[config.mk]
export PLATFORM = sky130hd
export DESIGN_NAME = led_digit_shadow_frame_writer
export DESIGN_NICKNAME = d
export VERILOG_FILES = /design/src/rtl/core/ldsfw_pkg.sv /design/src/rtl/core/ldsfw_shadow_ram.sv /design/src/rtl/core/led_digit_shadow_frame_writer.sv
export SDC_FILE = /design/constraint.sdc
export NUM_CORES = 1
export LEC_CHECK = 0
export ABC_CLOCK_PERIOD_IN_PS = 2500
export BUFFER_PORTS_ARGS = -buffer_cell sky130_fd_sc_hd__buf_2
export CAP_MARGIN = 20
export CORE_UTILIZATION = 47
export DETAILED_ROUTE_END_ITERATION = 8
export GPL_TIMING_DRIVEN = 0
export HOLD_SLACK_MARGIN = 0.15
export PLACE_DENSITY = 0.64
export SYNTH_ARGS = -nofsm -noshare
export SYNTH_HDL_FRONTEND = slang
export SYNTH_SLANG_ARGS = --single-unit
[constraint.sdc]
create_clock -name clk_i -period 2.5 [get_ports clk_i]
set_input_delay 0.125 -clock clk_i [delete_from_list [all_inputs] [get_ports clk_i]]
set_output_delay 0.125 -clock clk_i [all_outputs]
set_load 0.02 [all_outputs]
[src/rtl/core/ldsfw_pkg.sv]
// Shared types and constants for the LED digit shadow frame writer.
package ldsfw_pkg;

  // Number of digit positions driven; the shadow store holds eight entries.
  localparam int unsigned DigitCount  = 8;
  localparam int unsigned ShadowDepth = 8;
  localparam int unsigned CursorW     = $clog2(ShadowDepth);

  localparam logic [7:0] IntensityReset = 8'h0f;
  localparam logic [7:0] ScanLimit      = 8'd8;
  localparam logic [7:0] ScanClamped    = 8'd7;

  // Register addresses of the digit driver.
  localparam logic [3:0] AddrDecode    = 4'h9;
  localparam logic [3:0] AddrIntensity = 4'ha;
  localparam logic [3:0] AddrScan      = 4'hb;
  localparam logic [3:0] AddrOn        = 4'hc;
  localparam logic [3:0] AddrTest      = 4'hf;
  localparam logic [3:0] AddrDigitTop  = 4'h8;

  typedef enum logic [2:0] {
    ReqSetPos    = 3'd0,
    ReqWrite     = 3'd1,
    ReqClear     = 3'd2,
    ReqOn        = 3'd3,
    ReqTest      = 3'd4,
    ReqScan      = 3'd5,
    ReqIntensity = 3'd6,
    ReqDecode    = 3'd7
  } req_kind_e;

  typedef struct packed {
    logic [2:0] req_type;
    logic [7:0] pos_x;
    logic [7:0] pos_y;
    logic [7:0] value;
  } req_t;

  typedef struct packed {
    logic       sends_frame;
    logic [3:0] reg_addr;
    logic [7:0] reg_data;
    logic       error;
    logic       last;
  } rsp_t;

endpackage

[src/rtl/core/ldsfw_shadow_ram.sv]
// Digit shadow store: one write port, one registered read port, per-entry valid bits.
module ldsfw_shadow_ram (
  input  logic                             clk_i,
  input  logic                             rst_ni,
  input  logic                             we_i,
  input  logic [ldsfw_pkg::CursorW-1:0]    waddr_i,
  input  logic [7:0]                       wdata_i,
  input  logic                             re_i,
  input  logic [ldsfw_pkg::CursorW-1:0]    raddr_i,
  output logic [7:0]                       rdata_o
);

  logic [7:0]                         mem_q [ldsfw_pkg::ShadowDepth];
  logic [ldsfw_pkg::ShadowDepth-1:0]  valid_q;
  logic [7:0]                         rdata_q;
  logic                               rvalid_q;

  always_ff @(posedge clk_i) begin
    if (we_i) begin
      mem_q[waddr_i] <= wdata_i;
    end
    if (re_i) begin
      rdata_q <= mem_q[raddr_i];
    end
  end

  // An entry never written since reset reads as zero.
  always_ff @(posedge clk_i or negedge rst_ni) begin
    if (!rst_ni) begin
      valid_q  <= '0;
      rvalid_q <= 1'b0;
    end else begin
      if (we_i) begin
        valid_q[waddr_i] <= 1'b1;
      end
      if (re_i) begin
        rvalid_q <= valid_q[raddr_i];
      end
    end
  end

  assign rdata_o = rvalid_q ? rdata_q : 8'h00;

endmodule

[src/rtl/core/led_digit_shadow_frame_writer.sv]
// Top level of the LED digit shadow frame writer.
//
// This block turns display requests into 12-bit register frames (a 4-bit
// register address and an 8-bit data byte) for a serial seven-segment digit
// driver; it does not shift the bits out itself. Each accepted request
// transaction yields one or more result transactions, and the final one of a
// request carries last. Requests are handled one at a time. Set position, on,
// test, scan count, intensity and decode requests load the output register on
// acceptance, and the next request can follow as that result is taken. A
// write-digit request passes through the StDigit state, because the digit
// shadow lives in a synchronous RAM with a registered read port: the entry
// under the cursor is read when the request is accepted, and the compare,
// write-back and result follow in the next cycle. An accepted clear request
// sweeps the shadow RAM one entry per cycle while the result side is ready,
// one frame per entry. Results sit in an output register, so back-pressure
// on the result side simply holds the sequence where it is. The shadow
// starts from all zeros after reset without any clearing pass.
module led_digit_shadow_frame_writer (
  input  logic            clk_i,
  input  logic            rst_ni,
  input  logic            in_valid_i,
  output logic            in_ready_o,
  input  ldsfw_pkg::req_t in_req_i,
  output logic            out_valid_o,
  input  logic            out_ready_i,
  output ldsfw_pkg::rsp_t out_rsp_o
);

  typedef enum logic [1:0] {
    StIdle,
    StDigit,
    StClear
  } state_e;

  localparam int unsigned CW = ldsfw_pkg::CursorW;

  state_e            state_q, state_d;
  logic [CW-1:0]     cursor_q, cursor_d;
  logic [CW-1:0]     clr_idx_q, clr_idx_d;
  logic [7:0]        intensity_q, intensity_d;
  logic [7:0]        value_q, value_d;
  logic              out_valid_q, out_valid_d;
  ldsfw_pkg::rsp_t   out_rsp_q, out_rsp_d;

  logic              can_load;
  logic              in_fire;
  logic              ram_we;
  logic [CW-1:0]     ram_waddr;
  logic [7:0]        ram_wdata;
  logic              ram_re;
  logic [7:0]        ram_rdata;
  logic [CW-1:0]     cursor_next;

  // The output register may be loaded when empty or when its result is
  // being taken in this very cycle.
  assign can_load   = !out_valid_q || out_ready_i;
  assign in_ready_o = (state_q == StIdle) && can_load;
  assign in_fire    = in_valid_i && in_ready_o;

  assign cursor_next = (cursor_q == CW'(ldsfw_pkg::DigitCount - 1)) ? '0
                                                                     : cursor_q + 1'b1;

  ldsfw_shadow_ram u_shadow (
    .clk_i   (clk_i),
    .rst_ni  (rst_ni),
    .we_i    (ram_we),
    .waddr_i (ram_waddr),
    .wdata_i (ram_wdata),
    .re_i    (ram_re),
    .raddr_i (cursor_q),
    .rdata_o (ram_rdata)
  );

  always_comb begin
    state_d     = state_q;
    cursor_d    = cursor_q;
    clr_idx_d   = clr_idx_q;
    intensity_d = intensity_q;
    value_d     = value_q;
    out_valid_d = out_valid_q && !out_ready_i;
    out_rsp_d   = out_rsp_q;
    ram_we      = 1'b0;
    ram_waddr   = cursor_q;
    ram_wdata   = value_q;
    ram_re      = 1'b0;

    case (state_q)
      StIdle: begin
        if (in_fire) begin
          value_d   = in_req_i.value;
          out_rsp_d = '{sends_frame: 1'b1, reg_addr: 4'h0, reg_data: in_req_i.value,
                        error: 1'b0, last: 1'b1};
          case (ldsfw_pkg::req_kind_e'(in_req_i.req_type))
            ldsfw_pkg::ReqSetPos: begin
              out_valid_d           = 1'b1;
              out_rsp_d.sends_frame = 1'b0;
              out_rsp_d.reg_data    = 8'h00;
              if (in_req_i.pos_y != 8'h00 ||
                  in_req_i.pos_x >= 8'(ldsfw_pkg::DigitCount)) begin
                out_rsp_d.error = 1'b1;
              end else begin
                cursor_d = in_req_i.pos_x[CW-1:0];
              end
            end
            ldsfw_pkg::ReqWrite: begin
              // Fetch the shadow entry under the cursor; compare next cycle.
              ram_re  = 1'b1;
              state_d = StDigit;
            end
            ldsfw_pkg::ReqClear: begin
              clr_idx_d = '0;
              state_d   = StClear;
            end
            ldsfw_pkg::ReqOn: begin
              out_valid_d        = 1'b1;
              out_rsp_d.reg_addr = ldsfw_pkg::AddrOn;
              out_rsp_d.reg_data = {7'd0, in_req_i.value != 8'h00};
            end
            ldsfw_pkg::ReqTest: begin
              out_valid_d        = 1'b1;
              out_rsp_d.reg_addr = ldsfw_pkg::AddrTest;
              out_rsp_d.reg_data = {7'd0, in_req_i.value != 8'h00};
            end
            ldsfw_pkg::ReqScan: begin
              out_valid_d        = 1'b1;
              out_rsp_d.reg_addr = ldsfw_pkg::AddrScan;
              if (in_req_i.value > ldsfw_pkg::ScanLimit) begin
                out_rsp_d.reg_data = ldsfw_pkg::ScanClamped;
                out_rsp_d.error    = 1'b1;
              end else begin
                // A count of zero wraps round to 255.
                out_rsp_d.reg_data = in_req_i.value - 8'd1;
              end
            end
            ldsfw_pkg::ReqIntensity: begin
              out_valid_d = 1'b1;
              if (in_req_i.value != intensity_q) begin
                intensity_d        = in_req_i.value;
                out_rsp_d.reg_addr = ldsfw_pkg::AddrIntensity;
              end else begin
                out_rsp_d.sends_frame = 1'b0;
                out_rsp_d.reg_data    = 8'h00;
              end
            end
            ldsfw_pkg::ReqDecode: begin
              out_valid_d        = 1'b1;
              out_rsp_d.reg_addr = ldsfw_pkg::AddrDecode;
            end
            default: begin
              out_valid_d = 1'b1;
            end
          endcase
        end
      end

      StDigit: begin
        if (can_load) begin
          out_valid_d = 1'b1;
          if (value_q != ram_rdata) begin
            ram_we    = 1'b1;
            ram_waddr = cursor_q;
            ram_wdata = value_q;
            out_rsp_d = '{sends_frame: 1'b1,
                          reg_addr: ldsfw_pkg::AddrDigitTop - {1'b0, cursor_q},
                          reg_data: value_q, error: 1'b0, last: 1'b1};
          end else begin
            out_rsp_d = '{sends_frame: 1'b0, reg_addr: 4'h0, reg_data: 8'h00,
                          error: 1'b0, last: 1'b1};
          end
          cursor_d = cursor_next;
          state_d  = StIdle;
        end
      end

      StClear: begin
        if (can_load) begin
          ram_we      = 1'b1;
          ram_waddr   = clr_idx_q;
          ram_wdata   = 8'h00;
          out_valid_d = 1'b1;
          out_rsp_d   = '{sends_frame: 1'b1,
                          reg_addr: {1'b0, clr_idx_q} + 4'd1,
                          reg_data: 8'h00, error: 1'b0,
                          last: clr_idx_q == CW'(ldsfw_pkg::ShadowDepth - 1)};
          if (clr_idx_q == CW'(ldsfw_pkg::ShadowDepth - 1)) begin
            state_d = StIdle;
          end else begin
            clr_idx_d = clr_idx_q + 1'b1;
          end
        end
      end

      default: begin
        state_d = StIdle;
      end
    endcase
  end

  always_ff @(posedge clk_i or negedge rst_ni) begin
    if (!rst_ni) begin
      state_q     <= StIdle;
      cursor_q    <= '0;
      clr_idx_q   <= '0;
      intensity_q <= ldsfw_pkg::IntensityReset;
      out_valid_q <= 1'b0;
    end else begin
      state_q     <= state_d;
      cursor_q    <= cursor_d;
      clr_idx_q   <= clr_idx_d;
      intensity_q <= intensity_d;
      out_valid_q <= out_valid_d;
    end
  end

  // Payload registers carry no reset.
  always_ff @(posedge clk_i) begin
    value_q   <= value_d;
    out_rsp_q <= out_rsp_d;
  end

  assign out_valid_o = out_valid_q;
  assign out_rsp_o   = out_rsp_q;

endmodule

* Word-level counts from Yosys, hierarchy flattened
Memory sizes are Yosys's and may differ from the RTL's. A register that Yosys moved wholly into a read port is not among the register bits.
Cells that the tools add are included.
** Word-level totals
- Bits in registers :: 49
- Bits in writable memories :: 64
- Input bits :: 31
- Memories kept :: 1
** Cells by class
- Add/sub/neg operators :: 5
- Magnitude comparators :: 5
- Eq/ne operators :: 22
- Mux-type cells :: 54
- Bitwise logic cells :: 1
- Reductions and logical operators :: 24
** Memory list
- u_shadow.mem_q :: words 8, bits a word 8, rd ports 1, clocked after memory_dff 1, wr ports 1, RTL line ldsfw_shadow_ram.sv:13 : logic [7:0] mem_q [ldsfw_pkg::ShadowDepth];
** Operator list (count)
- two-way mux 15 bit :: 4
- one-hot mux 15 bit (3 select lines) :: 1
- two-way mux 8 bit :: 5
- two-way mux 3 bit :: 11
- one-hot mux 8 bit (4 select lines) :: 1
- one-hot mux 4 bit (5 select lines) :: 1
- == test 3 bit, second input constant :: 6
- two-way mux 1 bit :: 16
- != test 8 bit :: 2
- nonzero test 8 bit :: 2
- AND reduction 5 bit :: 3
- != test 2 bit, second input constant :: 6
- one-hot mux 3 bit (2 select lines) :: 2
- greater-or-equal comparator 8 x 4 -> 1 bit, second input constant :: 1
- > comparator 8 x 4 -> 1 bit, second input constant :: 1
- less-than comparator 3 x 4 -> 1 bit, second input constant :: 2
- two-way mux 2 bit :: 4
- OR 8 bit :: 1
- one-hot mux 1 bit (2 select lines) :: 4
- AND reduction 4 bit :: 2
- subtractor 8 x 1 -> 8 bit, second input constant :: 1
- adder 3 x 1 -> 3 bit, second input constant :: 2
- == test 3 x 2 -> 1 bit, second input constant :: 2
- one-hot mux 2 bit (3 select lines) :: 1
- 22 further kinds :: 30

* Longest topological paths before layout
- Word-level depth :: 9
- Mapped depth :: 8
- Depth with buffers taken out :: 7

* Modules after synthesis
A second synthesis with hierarchy kept.
** Second synthesis, totals
- Cell total of the unflattened synthesis :: 414
- Area, all modules :: 5775.5 µm²
** Modules (own cells, without submodules)
- ldsfw_shadow_ram :: times used 1, cells each 146, area each 3146.8 µm²
- led_digit_shadow_frame_writer :: times used 1, cells each 268, area each 2628.8 µm²

* Worst setup path before layout
OpenSTA, ideal clock, no wires.
- Kind :: reg-to-reg
- Start :: register state_q[0]
- End :: memory u_shadow.mem_q[3][0] (enable)
- Library setup time :: 0.398 ns
- Data arrival time :: 2.309 ns
- Slack :: -0.207 ns
- Cell stages (with the launch flop) :: 8
- Path buffers :: 0
- Period minus slack after synthesis :: 2.707 ns
- Cells stage by stage :: dfrtp_1 inv_1 ha_1 inv_1 nor2_1 o31ai_2 nand2_1 o41ai_1
** Between the ends
- Longest elaborated chain between the ends :: 4
** RTL lines
- start: declaration :: RTL line led_digit_shadow_frame_writer.sv:37 : state_e state_q, state_d;
- start signal: assignment :: RTL line led_digit_shadow_frame_writer.sv:201 : state_q <= StIdle;
- start signal: assignment :: RTL line led_digit_shadow_frame_writer.sv:207 : state_q <= state_d;
- == test 2 bit / == test 2 x 1 -> 1 bit (equally long branches) :: RTL line led_digit_shadow_frame_writer.sv:87 : case (state_q)
- one-hot mux 1 bit (2 select lines) :: RTL line led_digit_shadow_frame_writer.sv:87
- two-way mux 1 bit :: RTL line ldsfw_shadow_ram.sv:19 : if (we_i) begin
- two-way mux 1 bit (implied by the code) :: RTL line ldsfw_shadow_ram.sv:20 : mem_q[waddr_i] <= wdata_i;
- end: declaration :: RTL line ldsfw_shadow_ram.sv:13
Parallel ways exist; a longest one is shown, timed or not.

* Final worst setup path
- Start :: register out_valid_q (netlist: out_valid_o)
- End :: memory u_shadow.mem_q[3][5] (enable)
** Between the ends
- Longest elaborated chain between the ends :: 6
** RTL lines
- start: declaration :: RTL line led_digit_shadow_frame_writer.sv:42 : logic out_valid_q, out_valid_d;
- start signal: assignment :: RTL line led_digit_shadow_frame_writer.sv:211 : out_valid_q <= out_valid_d;
- logical NOT 1 bit (*) :: RTL line led_digit_shadow_frame_writer.sv:56 : assign can_load = !out_valid_q || out_ready_i;
- logical OR 1 bit (*) :: RTL line led_digit_shadow_frame_writer.sv:56
- two-way mux 1 bit, on equally long branches :: RTL line led_digit_shadow_frame_writer.sv:176, led_digit_shadow_frame_writer.sv:157
- one-hot mux 1 bit (2 select lines) :: RTL line led_digit_shadow_frame_writer.sv:87
- two-way mux 1 bit :: RTL line ldsfw_shadow_ram.sv:19
- two-way mux 1 bit (implied by the code) :: RTL line ldsfw_shadow_ram.sv:20
Every way passes the cells marked *; elsewhere a longest branch is shown, timed or not.

==> flow_summary.yaml <==
clock_network:
  cts_tree: "built"
  cts_max_path_buffers: 2
  cts_buffers: 17
  clk_pin_slew_ps: 50
  cts_root_buf: "clkbuf_16"
  cts_sinks: 121
  h-tree-depth: 4
  clkLatencyLatePin_ps: 420
global_route:
  grtUsageTotal_pct: 23.0
  grt.overflow.total: 0
  antenna_found_initial: 0
  grt_max_degree: 27
  first_global_vias: 4127
  grt_pass1_wl_mm: 21.9
timing:
  final_hold_viol_count: 0
  drv_slew: 0
  finalSetupViolCount: 0
  timing.final.crit_share_pct: 98.2
  fin_hold_ws_ps: 183
  fin_skew_ps: 6.55
  rsz0062_at_grt: "yes"
  tightest_slew_ps: 860
  fin_ws_ps: 45.1
  post-route-min-period_ps: 2450
  max_freq_mhz: 407
  slew-limit-headroom_pct: 42.7
yosys:
  netlist_area_mm2: 0.00597
  syn_nets: 486
  synth_area_leaders: "edfxtp_1 (48%), dfrtp_1 (9.2%), mux4_2 (6.8%)"
  synthArstFlopShare_pct: 21.5
  ys_seq_area_share_pct: 58.8
  syn_inst: 444
  ys_warn_count: 0
  yosysUniqueCellTypes: 62
  synth-edff-count: 95
  yosys_most_used_dff: "edfxtp_1"
  synth.largest_area_cell: "edfxtp_1"
  synth_seq_cells: 121
  syn_area_per_cell_um2: 13.4
  synth_top_area_share_pct: 47.8
final_layout:
  syn2layout_area_growth_pct: 25.7
  multi_input_area_mm2: 0.00246
  final_util_pct: 61.4
  drive_gt1_share_pct: 32.0
  ff_latch_area_mm2: 0.00351
  diodes: 0
  num-nets-final: 583
  n_fill_cell: 966
  stdcell_area_mm2: 0.00750
status:
  outcome: "completed"
power_and_ir_drop:
  leakage_nw: 2.77
  power_density_mw_per_mm2: 1160
  finalPower_mw: 8.69
  ir_drop_uv: 652
routing:
  drt_wl_total_mm: 14.1
  ant_nets: 0
  firstDrtPassIters: 6
  vias: 4150
  drc: 0
  drtIter0Drc: 427
  routedWlPerCell_um: 19.6
  viasPerCell: 5.76
die:
  die_h_um: 115
  num_io_pins: 48
  die_x_um: 115
  coreArea_mm2: 0.0122
  start_util_pct: 48.9
  die-area_mm2: 0.0131
  rows: 40
placement:
  place_ws_ps: -705
  dpl_cell_area_mm2: 0.00647
  dp_hpwl_mm: 9.44
  routabilityCongestion: 0.879
  io_buffers: 46
worst_setup_path:
  worst_ep_required_time_ps: 2640
  path_max_fanout: 6
  critical_path_class: "register to register"
  start_kind: "register"
  cp.arrival_ps: 2590
  end_kind: "register"
flow_run:
  drv_cap: 0
worst_hold_path:
  hold_path.class: "input pin to register"
==> area by class of cell <==
cell class / count / area share, %
clock inverter: 13 / 2.05
timing repair buffer: 79 / 7.29
clock buffer: 18 / 5.72
buffer: 23 / 1.52
sequential: 121 / 46.8
tap: 168 / 2.80
inverter: 20 / 1.00
multi-input combinational: 279 / 32.8
==> critical path, cell delays in order, from the launching register on <==
cell and delay (ps):
dfrtp_1 360, nor2b_1 420, nor2_2 160, o31ai_4 360
nand2_2 160, o41ai_4 500, buf_6 200
==> registers in the layout, indices dropped and copies added, names as in the netlist <==
register,count
u_shadow.mem_q,64
out_rsp_o,15
intensity_q,8
u_shadow.rdata_q,8
u_shadow.valid_q,8
value_q,8
clr_idx_q,3
cursor_q,3
state_q,2
out_valid_o,1
u_shadow.rvalid_q,1
==> cells by family (layout without fill, tap and decap cells) <==
group	after synthesis	after routing	synth area share [%]
xor+xnor	16	16	2.35
fa+ha+maj	12	12	2.47
mux	43	43	11.9
flops	121	121	58.8
compound gates	88	88	10.7
simple gates	120	120	10.6
buf+inv	44	153	3.15
==> cells in the mapped netlist (all sizes together), types with 7 or more instances <==
master / number
edfxtp: 95
nand2: 28
nor2: 28
dfrtp: 22
inv: 20
mux2: 19
mux4: 18
o21ai: 16
nand3: 14
clkbuf: 13
xor2: 13
o22ai: 12
and2: 11
buf: 11
ha: 11
a21oi: 8
a31oi: 7
nor3: 7
==> per-layer routing <==
metal,up-vias,part of all wire (%),GRT usage [%]
met1,2023,44,29.7
met4,0,2.7,11.6
met5,-,0,0
met2,173,47,36.6
met3,32,6.3,5.24
li1,1922,-,-
==> placed cells by master, fill, tap and decap left out, types with 6 or more instances in the layout <==
cell and n:
edfxtp_1 95, buf_2 54, nor2_1 27, nand2_1 25, dfrtp_1 22, inv_1 19, mux4_2 18, buf_4 17
clkbuf_16 17, nand3_1 13, xor2_1 13, dlygate4sd3_1 13, mux2_2 11, clkbuf_1 10, and2_1 10, ha_1 10
o21ai_0 9, mux2_4 8, a21oi_1 7, a31oi_1 7, nor3_1 6, o22ai_1 6, mux2i_1 6
==> stage by stage <==
stage | std cells | TNS [ps]
floorplan | 444 | 0
global placement | 658 | -41810
detailed placement | 661 | -37610
CTS | 712 | 0
global route | 721 | -579
finish | 721 | 0
==> final timing paths <==
kind,slack [ps],to,start,depth (start not counted)
worst max register to register,50,u_shadow.mem_q[3][5],out_valid_o,6
max in group asynchronous,1820,intensity_q[6],rst_ni,2
worst min register to register,490,u_shadow.valid_q[5],u_shadow.valid_q[5],2
min in group asynchronous,260,state_q[0],rst_ni,2
worst max-delay path,50,u_shadow.mem_q[3][5],out_valid_o,6
worst min-delay path,180,out_valid_o,in_valid_i,4
==> where the power goes <==
| part | switching, mW | internal [mW] | total, mW | leakage, nW |
|---|---|---|---|---|
| Clock | 0.878 | 1.55 | 2.43 | 0.283 |
| Sequential | 0.226 | 2.78 | 3.01 | 1.19 |
| Combinational | 1.94 | 1.32 | 3.25 | 1.30 |
==> what timing repair did <==
action,CTS,global route
hold endpoints to repair,46,0
hold buffers,13,0
resized for setup,23,12
pin swaps,5,6
buffers inserted,8,9
setup endpoints to repair,139,76
Note: power is estimated with default switching activity, not from simulation.
